--- config.mk ---
export PLATFORM = sky130hd
export DESIGN_NAME = lcbc_ctrl
export DESIGN_NICKNAME = d
export VERILOG_FILES = /design/src/sv/lcbc_pkg.sv /design/src/sv/lcbc_ctrl.sv
export SDC_FILE = /design/constraint.sdc
export NUM_CORES = 1
export LEC_CHECK = 0
export ABC_AREA = 1
export BUFFER_PORTS_ARGS = -buffer_cell sky130_fd_sc_hd__buf_4
export CORE_UTILIZATION = 40
export CTS_BUF_LIST = sky130_fd_sc_hd__clkbuf_8
export DETAILED_ROUTE_END_ITERATION = 7
export GPL_ROUTABILITY_DRIVEN = 1
export SKIP_CTS_REPAIR_TIMING = 1
export SLEW_MARGIN = 20
export SYNTH_ARGS = -nofsm -noshare
export SYNTH_HDL_FRONTEND = slang
export SYNTH_SLANG_ARGS = --single-unit
--- constraint.sdc ---
create_clock -name clk -period 6.7 [get_ports clk]
set_clock_uncertainty 0.1 [all_clocks]
set_input_delay 1.005 -clock clk [delete_from_list [all_inputs] [get_ports clk]]
set_output_delay 1.005 -clock clk [all_outputs]
set_load 0.02 [all_outputs]
--- src/sv/lcbc_pkg.sv ---
package lcbc_pkg;

	// fixed field widths
	localparam int ACTION_W = 2;
	localparam int LETTER_W = 5;
	localparam int SCORE_W  = 8;
	localparam int BG_W     = 16;
	localparam int POS_W    = 16;
	localparam int CORR_W   = 17;
	localparam int ASZ_W    = 6;

	// parameter defaults
	localparam int WINDOW_DEF       = 40;
	localparam int ALPHABET_MAX_DEF = 32;
	localparam int RING_DEPTH_DEF   = 64;
	localparam int MAX_LENGTH_DEF   = 65536;

	localparam logic [ASZ_W-1:0] ASZ_RESET = 6'd21;

	// arithmetic width of the correction engine
	localparam int ACC_W    = 48;
	localparam int PROD_W   = 25;
	localparam int CORR_MAX = 65535;
	localparam int CORR_MIN = -65536;

	typedef enum logic [ACTION_W-1:0] {
		ACT_SCORE = 2'd0,
		ACT_BG    = 2'd1,
		ACT_RES   = 2'd2,
		ACT_NONE  = 2'd3
	} action_t;

	// controller to datapath commands
	typedef struct packed {
		logic score_we;
		logic bg_we;
		logic ring_we;
		logic start;
		logic zero;
	} cmd_t;

endpackage

--- src/sv/lcbc_ctrl.sv ---
module lcbc_ctrl #(
	parameter int WINDOW     = lcbc_pkg::WINDOW_DEF,
	parameter int RING_DEPTH = lcbc_pkg::RING_DEPTH_DEF,
	parameter int MAX_LENGTH = lcbc_pkg::MAX_LENGTH_DEF,
	localparam int CW  = $clog2(MAX_LENGTH + 1),
	localparam int RAW = $clog2(RING_DEPTH)
) (
	input  logic                               clk,
	input  logic                               arst_n,
	input  logic                               in_valid,
	output logic                               in_stall,
	input  logic [lcbc_pkg::ACTION_W-1:0]      action,
	input  logic                               last,
	output logic                               out_valid,
	input  logic                               out_stall,
	output logic [lcbc_pkg::POS_W-1:0]         position,
	output logic signed [lcbc_pkg::CORR_W-1:0] correction,
	output logic                               last_result,
	output lcbc_pkg::cmd_t                     cmd,
	output logic [RAW-1:0]                     ring_widx,
	output logic [CW-1:0]                      pos,
	output logic [RAW-1:0]                     pos_idx,
	output logic [CW-1:0]                      len,
	input  logic                               dp_done,
	input  logic signed [lcbc_pkg::CORR_W-1:0] dp_result
);

	localparam int H = WINDOW / 2;

	typedef enum logic [3:0] {
		S_IDLE  = 4'b0001,
		S_START = 4'b0010,
		S_WAIT  = 4'b0100,
		S_PUT   = 4'b1000
	} state_t;

	state_t state_q;

	logic [CW-1:0]  count_q, emitted_q, len_q, upto_q;
	logic [RAW-1:0] wr_idx_q, emit_idx_q;
	logic           zero_q, fin_q;
	logic           out_valid_q, last_q;
	logic [lcbc_pkg::POS_W-1:0]         position_q;
	logic signed [lcbc_pkg::CORR_W-1:0] corr_q;

	logic          take, is_res, full, go_last, go_mid, slot_free, at_end;
	logic [CW-1:0] cnt_next;

	// decode the accepted beat
	always_comb begin
		in_stall  = state_q != S_IDLE;
		take      = in_valid && !in_stall;
		is_res    = take && (action == lcbc_pkg::ACT_RES);
		full      = count_q == CW'(MAX_LENGTH);
		cnt_next  = full ? count_q : count_q + 1'b1;
		go_last   = is_res && last;
		go_mid    = is_res && !last && !full && (cnt_next >= CW'(WINDOW + 1));
		slot_free = !out_valid_q || !out_stall;
		at_end    = emitted_q == upto_q;
	end

	always_comb begin
		cmd.score_we = take && (action == lcbc_pkg::ACT_SCORE);
		cmd.bg_we    = take && (action == lcbc_pkg::ACT_BG);
		cmd.ring_we  = is_res && !full;
		cmd.start    = state_q == S_START;
		cmd.zero     = zero_q;
	end

	// sequence counters and emission control
	always_ff @(posedge clk or negedge arst_n) begin
		if (!arst_n) begin
			state_q    <= S_IDLE;
			count_q    <= '0;
			emitted_q  <= '0;
			wr_idx_q   <= '0;
			emit_idx_q <= '0;
			len_q      <= '0;
			upto_q     <= '0;
			zero_q     <= 1'b0;
			fin_q      <= 1'b0;
		end else begin
			case (state_q)
				S_IDLE: begin
					if (cmd.ring_we) begin
						count_q  <= cnt_next;
						wr_idx_q <= (wr_idx_q == RAW'(RING_DEPTH - 1)) ?
							'0 : wr_idx_q + 1'b1;
					end
					if (go_last || go_mid) begin
						len_q   <= cnt_next;
						upto_q  <= go_last ? cnt_next - 1'b1 : cnt_next - CW'(H + 1);
						zero_q  <= go_last && (cnt_next < CW'(WINDOW + 1));
						fin_q   <= go_last;
						state_q <= S_START;
					end
				end
				S_START: state_q <= S_WAIT;
				S_WAIT: begin
					if (dp_done) begin
						state_q <= S_PUT;
					end
				end
				S_PUT: begin
					if (slot_free) begin
						if (at_end && fin_q) begin
							count_q    <= '0;
							emitted_q  <= '0;
							wr_idx_q   <= '0;
							emit_idx_q <= '0;
						end else begin
							emitted_q  <= emitted_q + 1'b1;
							emit_idx_q <= (emit_idx_q == RAW'(RING_DEPTH - 1)) ?
								'0 : emit_idx_q + 1'b1;
						end
						state_q <= at_end ? S_IDLE : S_START;
					end
				end
				default: state_q <= S_IDLE;
			endcase
		end
	end

	// output register
	always_ff @(posedge clk or negedge arst_n) begin
		if (!arst_n) begin
			out_valid_q <= 1'b0;
		end else if (state_q == S_PUT && slot_free) begin
			out_valid_q <= 1'b1;
		end else if (!out_stall) begin
			out_valid_q <= 1'b0;
		end
	end

	always_ff @(posedge clk) begin
		if (state_q == S_PUT && slot_free) begin
			position_q <= lcbc_pkg::POS_W'(emitted_q);
			corr_q     <= dp_result;
			last_q     <= fin_q && at_end;
		end
	end

	assign out_valid   = out_valid_q;
	assign position    = position_q;
	assign correction  = corr_q;
	assign last_result = last_q;
	assign ring_widx   = wr_idx_q;
	assign pos         = emitted_q;
	assign pos_idx     = emit_idx_q;
	assign len         = len_q;

endmodule

After elaboration in Yosys (flattened, before gate mapping). Cells that the tools add are included.

Add/subtract/negate cells: 6. Multiply operators: 0. Divide/modulo/power cells: 0. $lt $le $gt $ge: 2. Eq/ne operators: 17. Shifts and indexed selects: 0. Multiplexer cells: 21. Bitwise logic cells: 0. Reduce and logical (&&, ||, !) cells: 25.

Operators by type and width (number): $mux 17 (6); $mux 6 (6); $add 17x1->17 const B (2); $pmux 17 s2 (1); $eq 17x17->1 (1); $eq 17x17->1 const B (1); $ge 17x6->1 const B (1); $lt 17x6->1 const B (1); $sub 17x1->17 const B (1); $sub 17x5->17 const B (1); $pmux 4 s4 (1); $add 6x1->6 const B (2); $eq 6x6->1 const B (2); $logic_and 1x1->1 (12); $mux 4 (3); $pmux 6 s2 (1); $ne 2x2->1 const B (5); $logic_not 1->1 (5); $eq 4x1->1 const B (1); $eq 4x2->1 const B (1); $eq 4x3->1 const B (1); $eq 4x4->1 const B (1); $ne 4x1->1 const B (1); $reduce_and 2->1 (2); other kinds (10) (12).

Bits in registers: 121. Bits in latches: 0. RAM bits: 0. ROM bits: 0. Bits of input ports: 25. Output and inout bits: 87. Word-level logic and storage cells: 84. Memories kept: 0.

Longest topological paths before layout. Gate-level depths: netlist of the first run.

Word-level depth: 10. Mapped depth: 24. Depth with buffers taken out: 22.

Least setup slack after synthesis of the first run. No wires, ideal clock.

Path kind: input port to output port. Start point: input action[0] (netlist bit). End point: output cmd[2] (netlist bit). Data arrival time: 1859 ps. Data required time: 5595 ps. Slack: 3736 ps. Stages on the path: 6. Path buffers: 1. Path through: inv_1 -> nand4_1 -> inv_1 -> nand2_1 -> inv_1 -> clkbuf_1.

RTL lines: start: declaration (RTL line lcbc_ctrl.sv:12) `input logic [lcbc_pkg::ACTION_W-1:0] action,`; end: declaration (RTL line lcbc_ctrl.sv:19) `output lcbc_pkg::cmd_t cmd,`.

==> flow_metrics.tcl, run 1 <==
set metrics [dict create \
    cp-startpoint "state_q[0]" \
    yosysMostFrequentCell "nand2_1" \
    swShare_pct 34.2 \
    cp_common_cell "inv_1" \
    insertion_delay_ns 0.44 \
    outcome "completed" \
    p_int_uw 1370 \
    setup-violations-final 0 \
    grt_max_degree 53 \
    clk_pin_slew_ns 0.07 \
    finalHoldViolations 0 \
    power_frac_seq_pct 45.7 \
    arrival_ns 2.64 \
    power_uw 2080 \
    grt_setup_unrepaired "no" \
    synth_top_area_share_pct 35.1 \
    synth-main-ff-cell "dfrtp_1" \
    relSlewSlack_pct 43.9 \
    worst_setup_path_end_kind "output pin" \
    power_density_mw_per_mm2 278 \
    slew_violations 0 \
    dr_total_vias 5103 \
    grt_pass1_vias 4976 \
    cts_tree "done" \
    synth_edf_count 34 \
    grtUsageMet3_pct 5.69 \
    synth_fp_nets 756 \
    fillCellCount 1429 \
    top_usage_layer "met2" \
    drive_above_1_share_pct 22.9 \
    grt_util_met1_pct 22.8 \
    first_iter_violations 212 \
    viasPerCell 4.91 \
    finalSetupTns_ns 0 \
    die_area_mm2 0.0158 \
    multi_input_area_mm2 0.00251 \
    syn_inst 722 \
    wl_per_cell_um 13.5 \
    dpl.hpwl_um 10500 \
    ioPinCount 112 \
    slowest_delay_ns 0.53 \
    clk_path_buf_depth 2 \
    grt_pass1_wl_um 23500 \
    switchingPower_uw 711 \
    n_antenna_cell 0 \
    drc 0 \
    grt_overflow 0 \
    area_growth_pct 22.0 \
    dieWidth_um 126 \
    r2r-start "state_q[0]" \
    nNetsFinal 877 \
    rrSetupSlack_ns 3.58 \
    crit_path_cell_trace "inv_1 > nor3_1 > nand4_1 > inv_1 > nand2_1 > inv_1 > buf_4" \
    leakagePower_uw 0.00375 \
    port_buffers 111 \
    max_freq_mhz 267 \
    synth_area_leaders "dfrtp_1 (35%), edfxtp_1 (17%), nand2_1 (14%)" \
    antenna_found_initial 0 \
    yosys.area.top_type "dfrtp_1" \
    grtUsageMet2_pct 31.8 \
    syn_area_per_cell_um2 8.49 \
    min_from "len[12]" \
    syn_area_mm2 0.00613 \
    setup.worst_path.start_class "flip-flop" \
    synthArstFlopShare_pct 71.9 \
    synth_seq_area_share_pct 52.2 \
    p_clk_share_pct 28.9 \
    dr.pass1.iters 5 \
    required_ns 5.59 \
    rows 44 \
    maxCapViolCount 0 \
    cts.sinks 121 \
    htreeDepth 4 \
    fin_crit_ns 3.75 \
    worst_slew_pin_slew_ns 0.840 \
    crit_fanout 13 \
    die_h_um 126 \
    core_area_mm2 0.0148 \
    critical_path_class "flip-flop to output pin" \
    routed_wl_um 14000 \
    yosysWarningCount 0 \
    gp_congestion 0.862 \
    ys_seq_elements 121 \
    cts_buffers 17 \
    grtUsageTotal_pct 18.7 \
    yosys-top-cells-count "nand2_1 (225), dfrtp_1 (86), inv_1 (80), nor2_1 (57), nand3_1 (46)" \
    cp_slowest_cell "dfstp_2" \
    period_share_pct 56.0 \
    postRouteAntennaNets 0 \
    start_util_pct 41.5 \
    synth_cell_type_count 36 \
    cts_root_buffer "clkbuf_8" \
    p_comb_share_pct 25.4 \
    ir_drop_mv 0.146 \
    regArea_mm2 0.00320 \
    min_path_type "flip-flop to flip-flop" \
    final_core_util_pct 50.7 \
]
cells by family (layout without fill, tap and decap cells):
| family | count (synthesis) | after routing | share of synthesized area [%] |
|---|---|---|---|
| adders and majority gates | 9 | 9 | 1.84 |
| AOI/OAI and AO/OA | 66 | 66 | 6.49 |
| DFF | 121 | 121 | 52.2 |
| buffers and inverters | 97 | 231 | 6.92 |
| xor gates and xnor gates | 30 | 30 | 4.29 |
| and+or+nand+nor | 399 | 399 | 28.3 |
stage by stage:
step / instance area (um^2) / hold WS [ns] / setup slack, ns / std cells
2_1_floorplan: 6130 / 0.343 / 3.74 / 722
3_3_place_gp: 7120 / 0.364 / 3.45 / 1008
3_5_place_dp: 7120 / 0.366 / 3.40 / 1008
4_1_cts: 7480 / 0.386 / 2.94 / 1040
5_1_grt: 7480 / 0.410 / 2.73 / 1040
6_report: 7480 / 0.379 / 2.95 / 1040
final cells by class:
type	count	area share (%)
flip-flops and latches	121	42.8
well taps	184	3.08
clock inverters	15	1.72
inverters	85	4.37
clock buffers	17	3.13
multi-input cells	504	33.5
repair buffers	114	11.4
layout by cell type (no fill, tap or decap), types with 2 or more instances in the layout:
master and n:
nand3_2 2, o21ai_2 13, clkinv_4 2, buf_4 114, inv_6 3, inv_1 81
o21bai_1 3, nor2_1 57, clkinvlp_4 5, nand3b_1 5, clkinv_2 2, nand2_2 18
nor4_1 5, dfrtp_1 86, edfxtp_1 34, nand3_1 46, nor2_2 7, o21ai_0 31
nand4_1 11, clkbuf_8 17, nor3_1 16, a21oi_1 13, xor2_1 20, nand2_1 225
inv_2 4, ha_1 9, or2_2 5, xnor2_1 10
critical path, delay by kind of cell, from the launching register on:
family | cells | cell delay [ns]
and+or+nand+nor | 3 | 0.86
buffers and inverters | 4 | 0.81
DFF | 1 | 0.53
metal layers:
layer	vias to the layer above	share of wire [%]
met2	143	48
met4	0	1.3
met1	2381	45
li1	2561	-
met5	-	0
met3	18	5.8
power by group through the flow:
stage          logic [uW]  clock network (uW)  registers [uW]
3_3_place_gp          516                   0             960
2_1_floorplan         346                   0             981
5_1_grt               596                 656             965
3_5_place_dp          530                   0             966
6_report              529                 600             949
4_1_cts               534                 621             950
worst paths after layout:
check                        endpoint  depth (start not counted)
setup / recovery               cmd[2]                          7
max in group asynchronous      pos[0]                          2
hold / removal                len[12]                          2
hold reg to reg               len[12]                          2
min in group asynchronous      len[9]                          1
setup reg to reg           upto_q[16]                         15
state kept, by name, summed over array words and instances (netlist names):
register     count
state_q          4
zero_q           1
ring_widx        6
len             17
last_result      1
count_q         17
out_valid        1
pos_idx          6
correction      17
position        16
fin_q            1
pos             17
upto_q          17
Power figures use the tool's default switching activity.
==> run 2, diff against run 1 <==
==> constraint.sdc (replaced) <==
create_clock -name clk -period 3.5 [get_ports clk]
set_clock_uncertainty 0.1 [all_clocks]
set_input_delay 0.525 -clock clk [delete_from_list [all_inputs] [get_ports clk]]
set_output_delay 0.525 -clock clk [all_outputs]
set_load 0.02 [all_outputs]
==> flow_metrics.tcl, run 2 (synthesized netlist as in run 1, its figures left out) <==
set metrics [dict create \
    outcome "completed" \
    cts_root_buffer "clkbuf_8" \
    met1Wirelength_um 6350 \
    slowest_delay_ns 0.44 \
    worst_setup_path_end_kind "flip-flop" \
    worst_slew_pin_slew_ns 0.802 \
    first_iter_violations 264 \
    cp_slowest_cell "dfrtp_1" \
    insertion_delay_ns 0.44 \
    start_util_pct 41.5 \
    critical_path_class "flip-flop to flip-flop" \
    dpl_cell_area_mm2 0.00715 \
    die_area_mm2 0.0158 \
    htreeDepth 4 \
    fillCellCount 1398 \
    required_ns 3.72 \
    crit_path_cell_trace "inv_1 > ha_1 > inv_1 > nor2_1 > nand2_1 > nor2_1 > nand2_1 > nand2_1 > nand2_1 > inv_1 > ha_1 > nand2_1 > nor2_1 > nand3_1 > nor2_1 > nand2_1 > nand3_1 > nand2_1 > nand2_2 > inv_8 > nand2_2 > o21ai_2" \
    clk_pin_slew_ns 0.07 \
    gp_congestion 0.877 \
    finalSetupTns_ns 0 \
    period_share_pct 86.0 \
    postRouteAntennaNets 0 \
    slew_violations 0 \
    port_buffers 111 \
    maxCapViolCount 0 \
    finalHoldViolations 0 \
    rows 44 \
    dieWidth_um 126 \
    cts.sinks 121 \
    crit_family "simple AND/OR/NAND/NOR gates" \
    fin_crit_ns 3.01 \
    r2r-start "count_q[0]" \
    dr.pass1.iters 7 \
    die_h_um 126 \
    drive_above_1_share_pct 23.4 \
    wl_per_cell_um 13.2 \
    routed_wl_um 13800 \
    crit_fanout 40 \
    dpl.hpwl_um 10100 \
    cts_buffers 17 \
    cts_tree "done" \
    final_cell_area_mm2 0.00757 \
    reg2regPathDepth 22 \
    grt_max_degree 88 \
    mostFrequentLayoutCells "nand2_1 (225), buf_4 (117), dfrtp_1 (86)" \
    regArea_mm2 0.00320 \
    highest_layer "met4" \
    grt_setup_unrepaired "no" \
    rrSetupSlack_ns 0.49 \
    multi_input_area_mm2 0.00251 \
    grt_pass1_vias 4931 \
    core_area_mm2 0.0148 \
    relSlewSlack_pct 46.5 \
    leakagePower_uw 0.00381 \
    clk_path_buf_depth 2 \
    wl_met3_um 696 \
    ir_drop_mv 0.313 \
    max_freq_mhz 332 \
    min_path_type "primary input to async pin" \
    area_growth_pct 23.6 \
    drc 0 \
    ioPinCount 112 \
    wl_met2_um 6580 \
    grt_pass1_wl_um 23200 \
    antenna_found_initial 0 \
    grtUsageTotal_pct 18.4 \
    dr_total_vias 5070 \
    n_antenna_cell 0 \
    setup.worst_path.start_class "flip-flop" \
    arrival_ns 3.23 \
    viasPerCell 4.86 \
    grt_overflow 0 \
    power_density_mw_per_mm2 549 \
    nNetsFinal 881 \
    mostFrequentLayoutCell "nand2_1" \
    cp_common_cell "nand2_1" \
    path_buf_inv 4 \
    setup-violations-final 0 \
    timing.rr.end "upto_q[12]" \
]
-- run 2: cell types whose count changed in the layout (fill, tap and decap cells not counted), sizes merged --
cell	previous run	this run
buf	114	118
bufinv	1	3
clkbuf	17	18
clkinv	5	4
clkinvlp	5	3
-- run 2: layout make-up --
cell class,instances,area share [%]
inverters,85,4.31
well taps,184,3.04
clock inverters,14,2.30
multi-input cells,504,33.1
flip-flops and latches,121,42.2
repair buffers,118,11.7
clock buffers,18,3.27
-- run 2: where the power goes --
group	internal [uW]	leakage [uW]	switching (uW)	total, uW
clock network	729	0.000207	600	1330
registers	1650	0.00138	172	1820
logic	423	0.00222	589	1010
-- run 2: worst max-delay path by stage --
stage / start / to / slack [ns] / depth (start not counted)
after global placement: count_q[0] / upto_q[13] / 0.57 / 21
after floorplan: state_q[0] / upto_q[16] / 0.79 / 15
after global routing: count_q[0] / upto_q[12] / 0.13 / 22
after CTS: count_q[0] / upto_q[12] / 0.47 / 22
after detailed placement: count_q[0] / upto_q[12] / 0.49 / 22
final: count_q[0] / upto_q[12] / 0.49 / 22
-- run 2: metrics by stage --
stage | worst slack (ns) | total power (uW) | hold slack (ns) | util [%] | cells
finish | 0.488 | 4160 | 0.0434 | 51.3 | 1044
floorplan | 0.794 | 2540 | 0.129 | - | 722
global placement | 0.575 | 2840 | 0.363 | 48.4 | 1012
CTS | 0.474 | 4210 | 0.132 | 51.3 | 1044
detailed placement | 0.491 | 2870 | 0.364 | 48.4 | 1012
global route | 0.133 | 4430 | 0.109 | 51.3 | 1044
-- run 2: metal layers --
layer	GRT usage [%]	up-vias
met2	31.7	122
met4	5.81	0
met5	0	-
met1	22.5	2363
met3	4.97	14
li1	-	2571
==> run 3, diff against run 2 <==
--- a/config.mk
+++ b/config.mk
@@ -7,10 +7,12 @@
 export LEC_CHECK = 0
 export ABC_AREA = 1
 export BUFFER_PORTS_ARGS = -buffer_cell sky130_fd_sc_hd__buf_4
+export CORE_MARGIN = 1
 export CORE_UTILIZATION = 40
 export CTS_BUF_LIST = sky130_fd_sc_hd__clkbuf_8
 export DETAILED_ROUTE_END_ITERATION = 7
 export GPL_ROUTABILITY_DRIVEN = 1
+export PLACE_DENSITY = 0.7
 export SKIP_CTS_REPAIR_TIMING = 1
 export SLEW_MARGIN = 20
 export SYNTH_ARGS = -nofsm -noshare
==> flow_metrics.tcl, run 3 (synthesized netlist as in run 1, its figures left out) <==
set metrics [dict create \
    outcome "completed" \
    cts_buffers 17 \
    cts.sinks 121 \
    die_h_um 126 \
    wl_met3_um 770 \
    finalHoldViolations 0 \
    drc 0 \
    grt_overflow 0 \
    ir_drop_mv 0.446 \
    clk_pin_slew_ns 0.07 \
    reg2regPathDepth 18 \
    dr_total_vias 5059 \
    grtUsageTotal_pct 18.4 \
    htreeDepth 4 \
    clk_path_buf_depth 2 \
    dpl.hpwl_um 10000 \
    dieWidth_um 126 \
    postRouteAntennaNets 0 \
    max_freq_mhz 335 \
    dr.pass1.iters 6 \
    critical_path_class "flip-flop to flip-flop" \
    period_share_pct 85.4 \
    relSlewSlack_pct 64.7 \
    area_growth_pct 23.9 \
    grt_pass1_wl_um 23200 \
    cts_tree "done" \
    min_path_type "primary input to flip-flop" \
    nNetsFinal 884 \
    timing.rr.end "upto_q[16]" \
    first_iter_violations 255 \
    grt_pass1_vias 4819 \
    r2r-start "count_q[0]" \
    highest_layer "met4" \
    setup.worst_path.start_class "flip-flop" \
    worst_slew_pin_slew_ns 0.529 \
    finalSetupTns_ns 0 \
    arrival_ns 3.22 \
    critPathCapture "upto_q[16]" \
    cts_root_buffer "clkbuf_8" \
    port_buffers 111 \
    mostFrequentLayoutCell "nand2_1" \
    rrSetupSlack_ns 0.51 \
    final_core_util_pct 51.5 \
    met1Wirelength_um 6250 \
    leakagePower_uw 0.00382 \
    drive_above_1_share_pct 23.2 \
    setup-violations-final 0 \
    cp-startpoint "count_q[0]" \
    worst_setup_path_end_kind "flip-flop" \
    viasPerCell 4.83 \
    grt_setup_unrepaired "no" \
    min_delay_path_depth 1 \
    hold-worst-slack_ns 0.158 \
    fin_crit_ns 2.99 \
    routed_wl_um 13600 \
    place_ws_ns 0.530 \
    required_ns 3.73 \
    maxCapViolCount 0 \
    gp_congestion 0.873 \
    rows 44 \
    fillCellCount 1447 \
    slew_violations 0 \
    n_antenna_cell 0 \
    worst_slack_ns 0.511 \
    wl_per_cell_um 12.9 \
    insertion_delay_ns 0.44 \
    die_area_mm2 0.0158 \
    mostFrequentLayoutCells "nand2_1 (225), buf_4 (120), dfrtp_1 (86)" \
    wl_met2_um 6410 \
    grt_max_degree 46 \
    crit_fanout 5 \
    core_area_mm2 0.0148 \
    ioPinCount 112 \
    power_density_mw_per_mm2 551 \
    antenna_found_initial 0 \
    start_util_pct 41.5 \
]
==> run 3: worst min-delay path by stage <==
| stage | from | to | slack, ns |
|---|---|---|---|
| floorplan | arst_n | count_q[0] | 0.13 |
| global placement | len[12] | len[12] | 0.37 |
| detailed placement | len[8] | len[8] | 0.37 |
| CTS | arst_n | len[16] | -0.03 |
| global route | dp_result[9] | correction[9] | 0.12 |
| finish | dp_result[3] | correction[3] | 0.16 |
==> run 3: worst max-delay path, cell delays in order, from the launching register on <==
cell	delay [ns]
dfrtp_1	0.43
inv_1	0.11
ha_1	0.15
inv_1	0.04
nor2_1	0.08
nand2_1	0.07
nor2_1	0.13
nand2_1	0.11
nand2_1	0.21
inv_1	0.07
ha_1	0.32
inv_1	0.06
o21ai_0	0.13
nand2_1	0.11
nand2_1	0.10
nor3_1	0.26
nand2_1	0.13
xnor2_1	0.19
o21ai_2	0.08
==> run 3: cell type report <==
type                       count  area (um^2)  share of cell area, %
sequential                   121         3200                   42.1
multi-input combinational    504         2510                   33.0
timing repair buffer         121          911                   12.0
inverter                      85          327                   4.30
clock buffer                  17          234                   3.08
tap                          184          230                   3.03
clock inverter                15          189                   2.49
==> run 3: layer usage <==
| metal | up-vias | GRT usage (%) |
|---|---|---|
| li1 | 2575 | - |
| met1 | 2330 | 23.5 |
| met2 | 145 | 30.5 |
| met3 | 9 | 4.97 |
| met4 | 0 | 5.53 |
| met5 | - | 0 |
==> run 3: stage by stage <==
| step | total power (uW) | instances | instance area, um^2 |
|---|---|---|---|
| 2_1_floorplan | 2540 | 722 | 6130 |
| 3_3_place_gp | 2860 | 1014 | 7160 |
| 3_5_place_dp | 2890 | 1014 | 7160 |
| 4_1_cts | 4230 | 1046 | 7590 |
| 5_1_grt | 4450 | 1047 | 7600 |
| 6_report | 4180 | 1047 | 7600 |
==> run 3: power breakdown <==
part	total, uW	leakage, uW	switching (uW)	internal, uW
logic	1040	0.00222	610	427
registers	1820	0.00138	169	1650
clock network	1330	0.000213	563	766
